**src/design/udp_demux_pkg.sv**
```systemverilog
`default_nettype none
package udp_demux_pkg;
  localparam int SOCKETS_DEFAULT = 16;
  localparam logic [15:0] EPH_LOW = 16'd32768;
  localparam logic [15:0] EPH_HIGH = 16'd61000;
  localparam logic [7:0] QUEUE_LIMIT_RESET = 8'd100;
  localparam logic [15:0] HDR_BYTES = 16'd8;

  localparam logic [2:0] OP_BIND = 3'd0;
  localparam logic [2:0] OP_CONNECT = 3'd1;
  localparam logic [2:0] OP_RELEASE = 3'd2;
  localparam logic [2:0] OP_ARRIVAL = 3'd3;
  localparam logic [2:0] OP_DEQUEUE = 3'd4;

  localparam logic [2:0] ST_OK = 3'd0;
  localparam logic [2:0] ST_BOUND = 3'd1;
  localparam logic [2:0] ST_IN_USE = 3'd2;
  localparam logic [2:0] ST_BAD_LEN = 3'd3;
  localparam logic [2:0] ST_NO_PORT = 3'd4;
  localparam logic [2:0] ST_FULL = 3'd5;
  localparam logic [2:0] ST_EMPTY = 3'd6;

  typedef struct packed {
    logic        bound;
    logic [31:0] laddr;
    logic [15:0] lport;
    logic [31:0] raddr;
    logic [15:0] rport;
    logic        reuse;
    logic [7:0]  queued;
    logic [31:0] stamp;
  } entry_t;
endpackage
`default_nettype wire

```
**src/design/udp_port_demux_table.sv**
```systemverilog
`default_nettype none
// Flow: each transaction is captured in S_IDLE, then S_SCAN reads every slot through the
//   single read port, one entry per cycle, then S_READ and S_EXEC, then S_OUT holds m_tvalid;
//   S_READ and S_EXEC are skipped when no slot entry is read (length error, unmatched arrival,
//   out-of-range slot). A new input is taken only after m_tready accepts the result.
// Reset: all slots read as free at once (valid bits); counters clear,
//   queue_limit returns to 100 and the ephemeral port to 32768.
module udp_port_demux_table #(
  parameter int SOCKETS = udp_demux_pkg::SOCKETS_DEFAULT,
  parameter int AW = $clog2(SOCKETS)
) (
  input  wire         clk,
  input  wire         rst,
  input  wire         cfg_we,
  input  wire [7:0]   cfg_wdata,
  input  wire         s_tvalid,
  output logic        s_tready,
  // op, slot, dest address, dest port, source address, source port, reuse flag,
  // udp_length, frame_length
  input  wire [135:0] s_tdata,
  output logic        m_tvalid,
  input  wire         m_tready,
  // status, hit_slot, queue_count, datagrams_in, no_port_drops,
  // input_errors, zero pad
  output logic [111:0] m_tdata
);
  import udp_demux_pkg::*;

  typedef enum logic [4:0] {
    S_IDLE = 5'b00001, S_SCAN = 5'b00010, S_READ = 5'b00100,
    S_EXEC = 5'b01000, S_OUT = 5'b10000
  } state_t;
  state_t state;

  logic [7:0] queue_limit;
  logic [2:0] op;
  logic [3:0] slot;
  logic [31:0] laddr, raddr;
  logic [15:0] lport, rport, ulen, flen;
  logic reuse;
  logic [31:0] bind_seq, arrivals, noport, errors;
  logic [15:0] next_eph;
  logic [AW:0] scan_idx;
  logic scan_rv;
  logic [AW-1:0] scan_k;
  logic conflict, best_found, best_exact;
  logic [AW-1:0] best;
  logic [31:0] best_stamp;
  logic [2:0] status;
  logic [3:0] hit;
  logic [7:0] qcount;

  logic [AW-1:0] rd_addr;
  entry_t rdata, wdata;
  logic we;
  logic [AW-1:0] waddr;

  udp_demux_mem #(.SOCKETS(SOCKETS), .AW(AW)) u_mem (
    .clk(clk), .rst(rst), .raddr(rd_addr), .rdata(rdata),
    .we(we), .waddr(waddr), .wdata(wdata)
  );

  logic slot_ok, short_f, bad_len;
  logic [15:0] eph_use, bport;
  logic [31:0] baddr;
  logic breuse;
  assign slot_ok = {5'd0, slot} < 9'(SOCKETS);
  assign short_f = flen < HDR_BYTES;
  assign bad_len = (ulen > flen) || (ulen < HDR_BYTES);
  assign bport = (op == OP_CONNECT) ? next_eph : lport;
  assign baddr = (op == OP_CONNECT) ? 32'd0 : laddr;
  assign breuse = (op == OP_CONNECT) ? 1'b0 : reuse;
  assign eph_use = next_eph;

  // scan address then target slot read
  always_comb begin
    rd_addr = scan_idx[AW-1:0];
    if (state == S_READ) rd_addr = (op == OP_ARRIVAL) ? best : AW'(slot);
  end

  logic m_ok, m_exact, m_better;
  always_comb begin
    m_ok = rdata.bound && rdata.lport == lport
      && (rdata.laddr == 32'd0 || rdata.laddr == laddr)
      && (rdata.rport == 16'd0 || rdata.rport == rport)
      && (rdata.raddr == 32'd0 || rdata.raddr == raddr);
    m_exact = rdata.laddr == laddr && (rdata.rport != 16'd0 || rdata.raddr != 32'd0);
    m_better = !best_found || (m_exact && !best_exact)
      || (m_exact == best_exact && rdata.stamp > best_stamp);
  end

  logic ex_bind_ok;
  logic [2:0] ex_status;
  always_comb begin
    wdata = rdata;
    we = 1'b0;
    waddr = AW'(slot);
    ex_status = ST_OK;
    ex_bind_ok = 1'b0;
    if (state == S_EXEC) begin
      if (op == OP_ARRIVAL) begin
        waddr = best;
        if (rdata.queued >= queue_limit) ex_status = ST_FULL;
        else begin
          wdata.queued = rdata.queued + 8'd1;
          we = 1'b1;
        end
      end else if (op == OP_BIND || (op == OP_CONNECT && !rdata.bound)) begin
        if (op == OP_CONNECT) begin
          wdata.raddr = raddr;
          wdata.rport = rport;
          we = 1'b1;
        end
        if (rdata.bound) ex_status = ST_BOUND;
        else if (bport == 16'd0) ex_status = ST_NO_PORT;
        else if (conflict) ex_status = ST_IN_USE;
        else begin
          ex_bind_ok = 1'b1;
          we = 1'b1;
          wdata.bound = 1'b1;
          wdata.laddr = baddr;
          wdata.lport = bport;
          wdata.reuse = breuse;
          wdata.stamp = bind_seq + 32'd1;
        end
      end else if (op == OP_CONNECT) begin
        wdata.raddr = raddr;
        wdata.rport = rport;
        we = 1'b1;
      end else if (op == OP_RELEASE) begin
        wdata = '0;
        we = 1'b1;
      end else if (op == OP_DEQUEUE) begin
        if (rdata.queued == 8'd0) ex_status = ST_EMPTY;
        else begin
          wdata.queued = rdata.queued - 8'd1;
          we = 1'b1;
        end
      end
    end
  end

  always_ff @(posedge clk) begin
    if (rst) begin
      state <= S_IDLE;
      queue_limit <= QUEUE_LIMIT_RESET;
      bind_seq <= '0;
      next_eph <= EPH_LOW;
      arrivals <= '0;
      noport <= '0;
      errors <= '0;
      scan_rv <= 1'b0;
    end else begin
      if (cfg_we) queue_limit <= cfg_wdata;
      case (state)
        S_IDLE: begin
          if (s_tvalid) begin
            op <= s_tdata[2:0];
            slot <= s_tdata[6:3];
            laddr <= s_tdata[38:7];
            lport <= s_tdata[54:39];
            raddr <= s_tdata[86:55];
            rport <= s_tdata[102:87];
            reuse <= s_tdata[103];
            ulen <= s_tdata[119:104];
            flen <= s_tdata[135:120];
            scan_idx <= '0;
            scan_rv <= 1'b0;
            conflict <= 1'b0;
            best_found <= 1'b0;
            best_exact <= 1'b0;
            best <= '0;
            best_stamp <= '0;
            state <= S_SCAN;
          end
        end
        S_SCAN: begin
          scan_rv <= scan_idx < (AW+1)'(SOCKETS);
          scan_k <= scan_idx[AW-1:0];
          if (scan_idx < (AW+1)'(SOCKETS)) scan_idx <= scan_idx + (AW+1)'(1);
          if (scan_rv) begin
            if (scan_k != AW'(slot) && rdata.bound && rdata.lport == bport
                && (rdata.laddr == baddr || rdata.laddr == 32'd0 || baddr == 32'd0)
                && !breuse && !rdata.reuse)
              conflict <= 1'b1;
            if (m_ok && m_better) begin
              best_found <= 1'b1;
              best_exact <= m_exact;
              best <= scan_k;
              best_stamp <= rdata.stamp;
            end
          end
          if (!scan_rv && scan_idx == (AW+1)'(SOCKETS)) begin
            hit <= '0;
            qcount <= '0;
            status <= ST_OK;
            if (op == OP_ARRIVAL) begin
              if (short_f) begin
                errors <= errors + 32'd1;
                status <= ST_BAD_LEN;
                state <= S_OUT;
              end else begin
                arrivals <= arrivals + 32'd1;
                if (bad_len) begin
                  errors <= errors + 32'd1;
                  status <= ST_BAD_LEN;
                  state <= S_OUT;
                end else if (!best_found) begin
                  noport <= noport + 32'd1;
                  status <= ST_NO_PORT;
                  state <= S_OUT;
                end else state <= S_READ;
              end
            end else if (slot_ok && op <= OP_DEQUEUE) state <= S_READ;
            else begin
              if (slot_ok) begin
                hit <= slot;
                state <= S_READ;
              end else state <= S_OUT;
            end
          end
        end
        S_READ: state <= S_EXEC;
        S_EXEC: begin
          status <= ex_status;
          hit <= (op == OP_ARRIVAL) ? 4'(best) : slot;
          qcount <= we ? wdata.queued : rdata.queued;
          if (ex_status == ST_FULL) errors <= errors + 32'd1;
          if (ex_bind_ok) bind_seq <= bind_seq + 32'd1;
          if (op == OP_CONNECT && !rdata.bound)
            next_eph <= (eph_use + 16'd1 > EPH_HIGH) ? EPH_LOW : eph_use + 16'd1;
          state <= S_OUT;
        end
        S_OUT: if (m_tready) state <= S_IDLE;
        default: state <= S_IDLE;
      endcase
    end
  end

  assign s_tready = state == S_IDLE;
  assign m_tvalid = state == S_OUT;
  assign m_tdata = {1'b0, errors, noport, arrivals, qcount, hit, status};

  a_no_write_idle: assert property (@(posedge clk) disable iff (rst)
    state == S_IDLE |-> !we) else $error("write outside execute");
  a_out_hold: assert property (@(posedge clk) disable iff (rst)
    m_tvalid && !m_tready |=> m_tvalid && $stable(m_tdata)) else $error("result lost");
  a_seq_step: assert property (@(posedge clk) disable iff (rst)
    state != S_EXEC |=> $stable(bind_seq)) else $error("bind sequence moved");
endmodule
`default_nettype wire

```
**src/design/udp_demux_mem.sv**
```systemverilog
`default_nettype none
module udp_demux_mem #(
  parameter int SOCKETS = udp_demux_pkg::SOCKETS_DEFAULT,
  parameter int AW = $clog2(SOCKETS)
) (
  input  wire                        clk,
  input  wire                        rst,
  input  wire [AW-1:0]               raddr,
  output udp_demux_pkg::entry_t      rdata,
  input  wire                        we,
  input  wire [AW-1:0]               waddr,
  input  wire udp_demux_pkg::entry_t wdata
);
  import udp_demux_pkg::*;
  entry_t mem [SOCKETS];
  logic [SOCKETS-1:0] valid;
  entry_t rd;
  logic rv;

  always_ff @(posedge clk) begin
    if (we) mem[waddr] <= wdata;
    rd <= mem[raddr];
  end

  always_ff @(posedge clk) begin
    if (rst) begin
      valid <= '0;
      rv <= 1'b0;
    end else begin
      if (we) valid[waddr] <= 1'b1;
      rv <= valid[raddr];
    end
  end

  assign rdata = rv ? rd : '0;
endmodule
`default_nettype wire
```
**config.mk**
```make
export PLATFORM = sky130hd
export DESIGN_NAME = udp_port_demux_table
export DESIGN_NICKNAME = d
export VERILOG_FILES = /design/src/design/udp_demux_pkg.sv /design/src/design/udp_port_demux_table.sv /design/src/design/udp_demux_mem.sv
export SDC_FILE = /design/constraint.sdc
export NUM_CORES = 2
export LEC_CHECK = 0
export BUFFER_PORTS_ARGS = -buffer_cell sky130_fd_sc_hd__buf_2
export CORE_MARGIN = 2
export CORE_UTILIZATION = 56
export DETAILED_ROUTE_END_ITERATION = 10
export PLACE_DENSITY = 0.72
export SLEW_MARGIN = 20
export SYNTH_ARGS = -nofsm -noshare
export SYNTH_HDL_FRONTEND = slang
export SYNTH_SLANG_ARGS = --single-unit
```
**constraint.sdc**
```tcl
create_clock -name clk -period 9.6 [get_ports clk]
set_input_delay 2.4 -clock clk [delete_from_list [all_inputs] [get_ports clk]]
set_output_delay 2.4 -clock clk [all_outputs]
set_load 0.05 [all_outputs]
```
* Yosys cells after proc, flatten, opt, wreduce, memory -nomap -nowiden
Memory sizes are Yosys's and may differ from the RTL's. A register that Yosys moved wholly into a read port is not among the register bits.
Cells that the tools add are included.
** Operators by class
- Muxes and demuxes :: 118
- Reductions and logical operators :: 56
- Eq/ne operators :: 29
- Add/subtract/negate cells :: 8
- Magnitude comparators :: 11
- Bitwise operators :: 5
** Operators with widths (number)
- 2-to-1 mux 32 bit :: 15
- 2-to-1 mux 98 bit :: 3
- 2-to-1 mux 138 bit :: 2
- 2-to-1 mux 49 bit :: 4
- adder 32 x 1 -> 32 bit, second input constant :: 4
- one-hot mux 32 bit (2 select lines) :: 2
- == test 32 bit :: 3
- logical NOT 32 bit :: 3
- 2-to-1 mux 48 bit :: 2
- 2-to-1 mux 8 bit :: 8
- == test 16 bit :: 3
- 2-to-1 mux 3 bit :: 15
- 2-to-1 mux 5 bit :: 9
- 2-to-1 mux 41 bit :: 1
- 2-to-1 mux 4 bit :: 9
- 2-to-1 mux 1 bit :: 33
- > comparator 32 bit :: 1
- logical NOT 16 bit :: 2
- less-than comparator 16 x 4 -> 1 bit, second input constant :: 2
- 2-to-1 mux 16 bit :: 2
- nonzero test 32 bit :: 1
- one-hot mux 5 bit (5 select lines) :: 1
- adder 16 x 1 -> 16 bit, second input constant :: 1
- > comparator 16 bit :: 1
- 44 further kinds :: 100
** Word-level totals
- Memories :: 1
- Word-level logic and storage cells :: 257
- Input port bits :: 149
- Memory bits (writable) :: 2208
- Register bits after elaboration :: 374
** Memory list
- u_mem.mem :: words 16, bits a word 138, read ports 1, clocked after Yosys merged registers in 1, write ports 1, RTL line udp_demux_mem.sv:15 : entry_t mem [SOCKETS];

* Depth between registers and ports, before layout
- Depth after elaboration :: 12
- Gate-level depth with buffers :: 18
- Gate-level depth less buffers :: 12

* Cells and area by module
A second synthesis with hierarchy kept.
** Second synthesis, totals
- Cell total of the unflattened synthesis :: 5998
- Area, all modules :: 107658.3 um^2
** Modules (own cells, without submodules)
- udp_demux_mem :: area each 86824.5 um^2, instances 1, seq. area each 69406.6 um^2, cells each 3756
- udp_port_demux_table :: area each 20833.7 um^2, instances 1, seq. area each 9138.8 um^2, cells each 2242

* Least setup slack after synthesis
No wires, ideal clock.
- Path type :: input-to-reg
- Start :: input rst
- End :: register best[0] (enable)
- Setup time :: 0.394 ns
- Path buffers :: 2
- Stages on the path :: 4
- Required time :: 9.206 ns
- Arrival time :: 9.414 ns
- Setup slack :: -0.208 ns
- Cell sequence :: clkbuf_1 > clkbuf_1 > nor2_1 > a21o_1
** Between the ends
- Longest elaborated chain between the ends :: 2
** RTL lines
- from (decl) :: RTL line udp_port_demux_table.sv:13 : input wire rst,
- inverter 1 bit (no line)
- AND reduction 5 bit (no line)
- to (signal assigned) :: RTL line udp_port_demux_table.sv:189 : best <= scan_k;
- to (decl) :: RTL line udp_port_demux_table.sv:47 : logic [AW-1:0] best;
No other way between the ends.
A chain may end at the register's enable or synchronous reset.

* Worst setup path in the final report
- Start :: register u_mem.rv
- End :: register best[3] (enable)
** Between the ends
- Longest elaborated chain between the ends :: 10
- Elaborated cells between the ends (all ways) :: 28
- Those cells by class :: 1 x order compare; 6 x eq/ne; 1 x mux; 20 x reduce/logical
** RTL lines
- from (decl) :: RTL line udp_demux_mem.sv:18 : logic rv;
- from (signal assigned) :: RTL line udp_demux_mem.sv:31 : rv <= valid[raddr];
- 2-to-1 mux 138 bit * :: RTL line udp_demux_mem.sv:35 : assign rdata = rv ? rd : '0;
- nonzero test 32 bit or nonzero test 16 bit (tied branches) :: RTL line udp_port_demux_table.sv:87 : m_exact = rdata.laddr == laddr && (rdata.rport != 16'd0 || rdata.raddr != 32'd0);
- logical OR 1 bit :: RTL line udp_port_demux_table.sv:87
- logical AND 1 bit * :: RTL line udp_port_demux_table.sv:87
- net m_exact :: RTL line udp_port_demux_table.sv:81 : logic m_ok, m_exact, m_better;
- == test 1 bit or logical AND 1 bit (tied branches) :: RTL line udp_port_demux_table.sv:89, udp_port_demux_table.sv:88
- logical AND 1 bit or logical OR 1 bit (tied branches) :: RTL line udp_port_demux_table.sv:89, udp_port_demux_table.sv:88
- logical OR 1 bit * :: RTL line udp_port_demux_table.sv:89 : || (m_exact == best_exact && rdata.stamp > best_stamp);
- logical AND 1 bit * :: RTL line udp_port_demux_table.sv:186 : if (m_ok && m_better) begin
- inequality test 2 bit (no line) *
- AND reduction 5 bit (no line) *
The timed path passes the listed nets; every way through them passes the cells marked *.

==> results.md <==
- Critical path arrival: 6.15 ns
- Vias in the first global route: 59500
- Share of post-route cells with drive strength above 1: 21.2%
- Pre-CTS setup slack: roughly 4.1 ns
- Die ar.: between 0.15 and 0.2 mm²
- Core area: 0.190 mm²
- Slew HR: 16.2%
- Max-cap violations: 0
- Synth Net Count: 6268
- Crit path max fanout: 67
- Net count reported at finish: 6601
- Slowest stage cell on the critical path: a21o_2
- Setup TNS: 0 ns
- Status: finished clean
- GRT Resource Usage Total: 27.7%
- Final ANT Viol Nets: 0
- CP Class: register to register
- Post-CTS Hold Buffers: 0
- Met2 wire len: 130000 µm
- Sequential area share after synthesis: 73.2%
- Max VDD drop: between 150 and 200 µV
- Io pins: between 200 and 300
- Tcrit/Tclk final: 58.9%
- DR iter-0 viols: 7573
- Clock H-tree levels: 5
- Syn Inst Count: 6052
- Post_cts resized: 0
- Layout Skew: 0.0667 ns
- Clock Tree Root: clkbuf_16
- Row cnt: 160
- Cell Chain, Critical Path: buf_4, inv_1, buf_4, nor4_1, o32ai_1, or4_1, nand4b_1, a21oi_1, ha_1, o41ai_1, nand3b_1, nand3_1, nor4_1, a21o_2
- RSZ-0062 raised after global routing: false
- Final WL: between 200000 and 300000 µm
- P&R area growth vs syn: 12.9%
- Setup bufs post-CTS: 0
- Largest net degree at the start of global routing: 127
- GRT overflow: 0
- CTS clk-pin slew, worst paths: 0.06 ns
- Gpl congestion: 0.924
- Post-synth EDFFs: 2407
- First-pass GRT wire length: 400000 µm
- Setup Viol. Count Final: 0
- Number of buffers created by CTS: 287
- CP Buf/Inv Count: 3
- Die X: 442 µm
- Clk_lat worst skew: around 0.93 ns
- Leakage: 0.0400 µW
- Power Dens Cells: 204 mW/mm²
- Vias after detailed routing: 59900
- Average routed wire per standard cell: just under 30 µm
- Post-synthesis cell type count: 82
- Initial core utilization: 56.4%
- Startpoint Class: register
- Die Y-Extent: 442 µm
- Slew Limit Fails: 0
- I/O Buffers: ~260
- Yosys warnings: 0
- Clock Path Buffers: 4
- Crit path required time: 10.10 ns
- Fraction of registers with async set/reset: 0%
- Crit path max-delay family: simple AND/OR/NAND/NOR gates
- Worst path max stage delay: 0.86 ns
- Maximum clock rate: 0.177 GHz
- Synth Cell Area: 0.107 mm²
- Fin crit period: ~5.7 ns
- CTS tree: yes
- Number of remaining DRC errors: 0
- Uppermost layer routed: met4
- Vias per std cell: around 6.6
- Clock tree sinks: 2720
- Hpwl dp: 152000 µm
- Drt pass-1 iters: 8
- FF+latch count, synth: 2720
- Hold_ws: ~0.47 ns
- Slew @ Worst Pin: ~1.2 ns
- Hold Fails Final Rpt: 0
- Worst hold-check path type: register to register
- WL met3: ~24000 µm
- Top FF cell, synth: edfxtp_1
- Setup slack after layout: between 3 and 4 ns
- Avg Inst Size Synth: 17.7 µm²
- CP endpoint kind: register
- Post-Route M1 WL: 107000 µm
- Initial antenna violation count: 5
==> cell usage after synthesis (41+ instances only) <==
library cell / count / area [µm²]
edfxtp_1: 2407 / 72300
mux4_2: 554 / 12500
nand2_1: 361 / 1360
dfxtp_1: 313 / 6270
a22oi_1: 297 / 2230
nor2_1: 280 / 1050
clkbuf_1: 201 / 754
inv_1: 146 / 548
o21ai_0: 133 / 666
a21oi_1: 122 / 611
nand3_1: 111 / 556
xor2_1: 102 / 893
a22o_1: 86 / 753
buf_1: 83 / 312
xnor2_1: 80 / 701
nand4_1: 70 / 438
ha_1: 67 / 838
o22ai_1: 55 / 344
and3_1: 53 / 332
nor4_1: 52 / 325
nor3_1: 46 / 230
or3_1: 41 / 257
==> routing by layer <==
| metal | vias up | track usage [%] |
|---|---|---|
| met2 | 3159 | 44.1 |
| met5 | - | 0 |
| met3 | 504 | 4.66 |
| li1 | 25200 | - |
| met4 | 0 | 10.6 |
| met1 | 31000 | 38.9 |
==> cell families after synthesis <==
group	synth area share (%)
flip-flops	73.2
AO/OA/AOI/OAI	5.84
multiplexers	11.9
XOR/XNOR	1.49
AND/OR/NAND/NOR	5.13
buffers and inverters	1.65
other	0.00349
adder cells (fa/ha/maj)	0.781
==> worst reg2reg max path, cell delays in order (launching register included) <==
cell	delay (ns)
dfxtp_4	0.73
buf_4	0.67
inv_1	0.36
buf_4	0.29
nor4_1	0.32
o32ai_1	0.13
or4_1	0.53
nand4b_1	0.36
a21oi_1	0.25
ha_1	0.16
o41ai_1	0.06
nand3b_1	0.11
nand3_1	0.09
nor4_1	0.31
a21o_2	0.86
==> power breakdown <==
part	total, µW	switching (µW)	internal, µW
sequential	13000	149	12800
combinational	776	463	314
clock	10900	4390	6540
total	24700	5010	19700
==> worst paths after layout <==
path | slack, ns | to | depth (start not counted) | startpoint
max reg2reg | 3.95 | best[3] | 14 | u_mem.rv
min | 0.47 | u_mem.valid[2] | 1 | u_mem.valid[2]
min reg2reg | 0.47 | u_mem.valid[2] | 1 | u_mem.valid[2]
max | 3.95 | best[3] | 14 | u_mem.rv
==> state kept, by name (all words and copies together), names as in the netlist, 32 cells and up <==
name        flops
u_mem.mem    2208
u_mem.rd      138
arrivals       32
best_stamp     32
bind_seq       32
errors         32
laddr          32
noport         32
raddr          32
==> per-stage QoR <==
| step | instances | power [µW] | util, % | cell area (µm²) |
|---|---|---|---|---|
| 2_1_floorplan | 6052 | 13700 | - | 107000 |
| 3_3_place_gp | 8605 | 14000 | 58.7 | 112000 |
| 3_5_place_dp | 8605 | 14000 | 58.7 | 112000 |
| 4_1_cts | 9103 | 24800 | 63.6 | 121000 |
| 5_1_grt | 9106 | 25300 | 63.7 | 121000 |
| 6_report | 9109 | 24700 | 63.7 | 121000 |
==> placed cells by master, fill, tap and decap left out, drive strengths merged, types with 9 or more instances in the layout <==
| cell | synthesis | routed |
|---|---|---|
| edfxtp | 2407 | 2407 |
| mux4 | 554 | 554 |
| clkbuf | 201 | 387 |
| nand2 | 361 | 361 |
| buf | 113 | 358 |
| dfxtp | 313 | 313 |
| a22oi | 297 | 297 |
| nor2 | 280 | 280 |
| inv | 147 | 152 |
| o21ai | 135 | 135 |
| a21oi | 123 | 123 |
| nand3 | 113 | 113 |
| xor2 | 102 | 102 |
| a22o | 86 | 86 |
| xnor2 | 80 | 80 |
| clkinv | 0 | 72 |
| nand4 | 71 | 71 |
| ha | 67 | 67 |
| o22ai | 55 | 55 |
| nor4 | 53 | 53 |
| and3 | 53 | 53 |
| nor3 | 47 | 47 |
| or3 | 41 | 41 |
| o21a | 31 | 31 |
| mux2i | 28 | 28 |
| o31ai | 28 | 28 |
| bufinv | 0 | 27 |
| a31oi | 24 | 24 |
| and2 | 22 | 22 |
| and4 | 18 | 18 |
| nand4b | 14 | 14 |
| a21o | 14 | 14 |
| o2bb2ai | 14 | 14 |
| nand2b | 13 | 13 |
| or4 | 12 | 12 |
| nand3b | 9 | 9 |
| a211oi | 9 | 9 |
| a2111oi | 9 | 9 |
==> layout make-up <==
class	instances	area [µm²]
flip-flops and latches	2720	78500
fillers	12800	69200
multi-input cells	2871	27400
clock buffers	387	7970
well taps	2511	3140
repair buffers	358	2320
clock inverters	111	1270
inverters	147	552
diodes	4	10.0
Note: power is estimated with default switching activity, not from simulation.
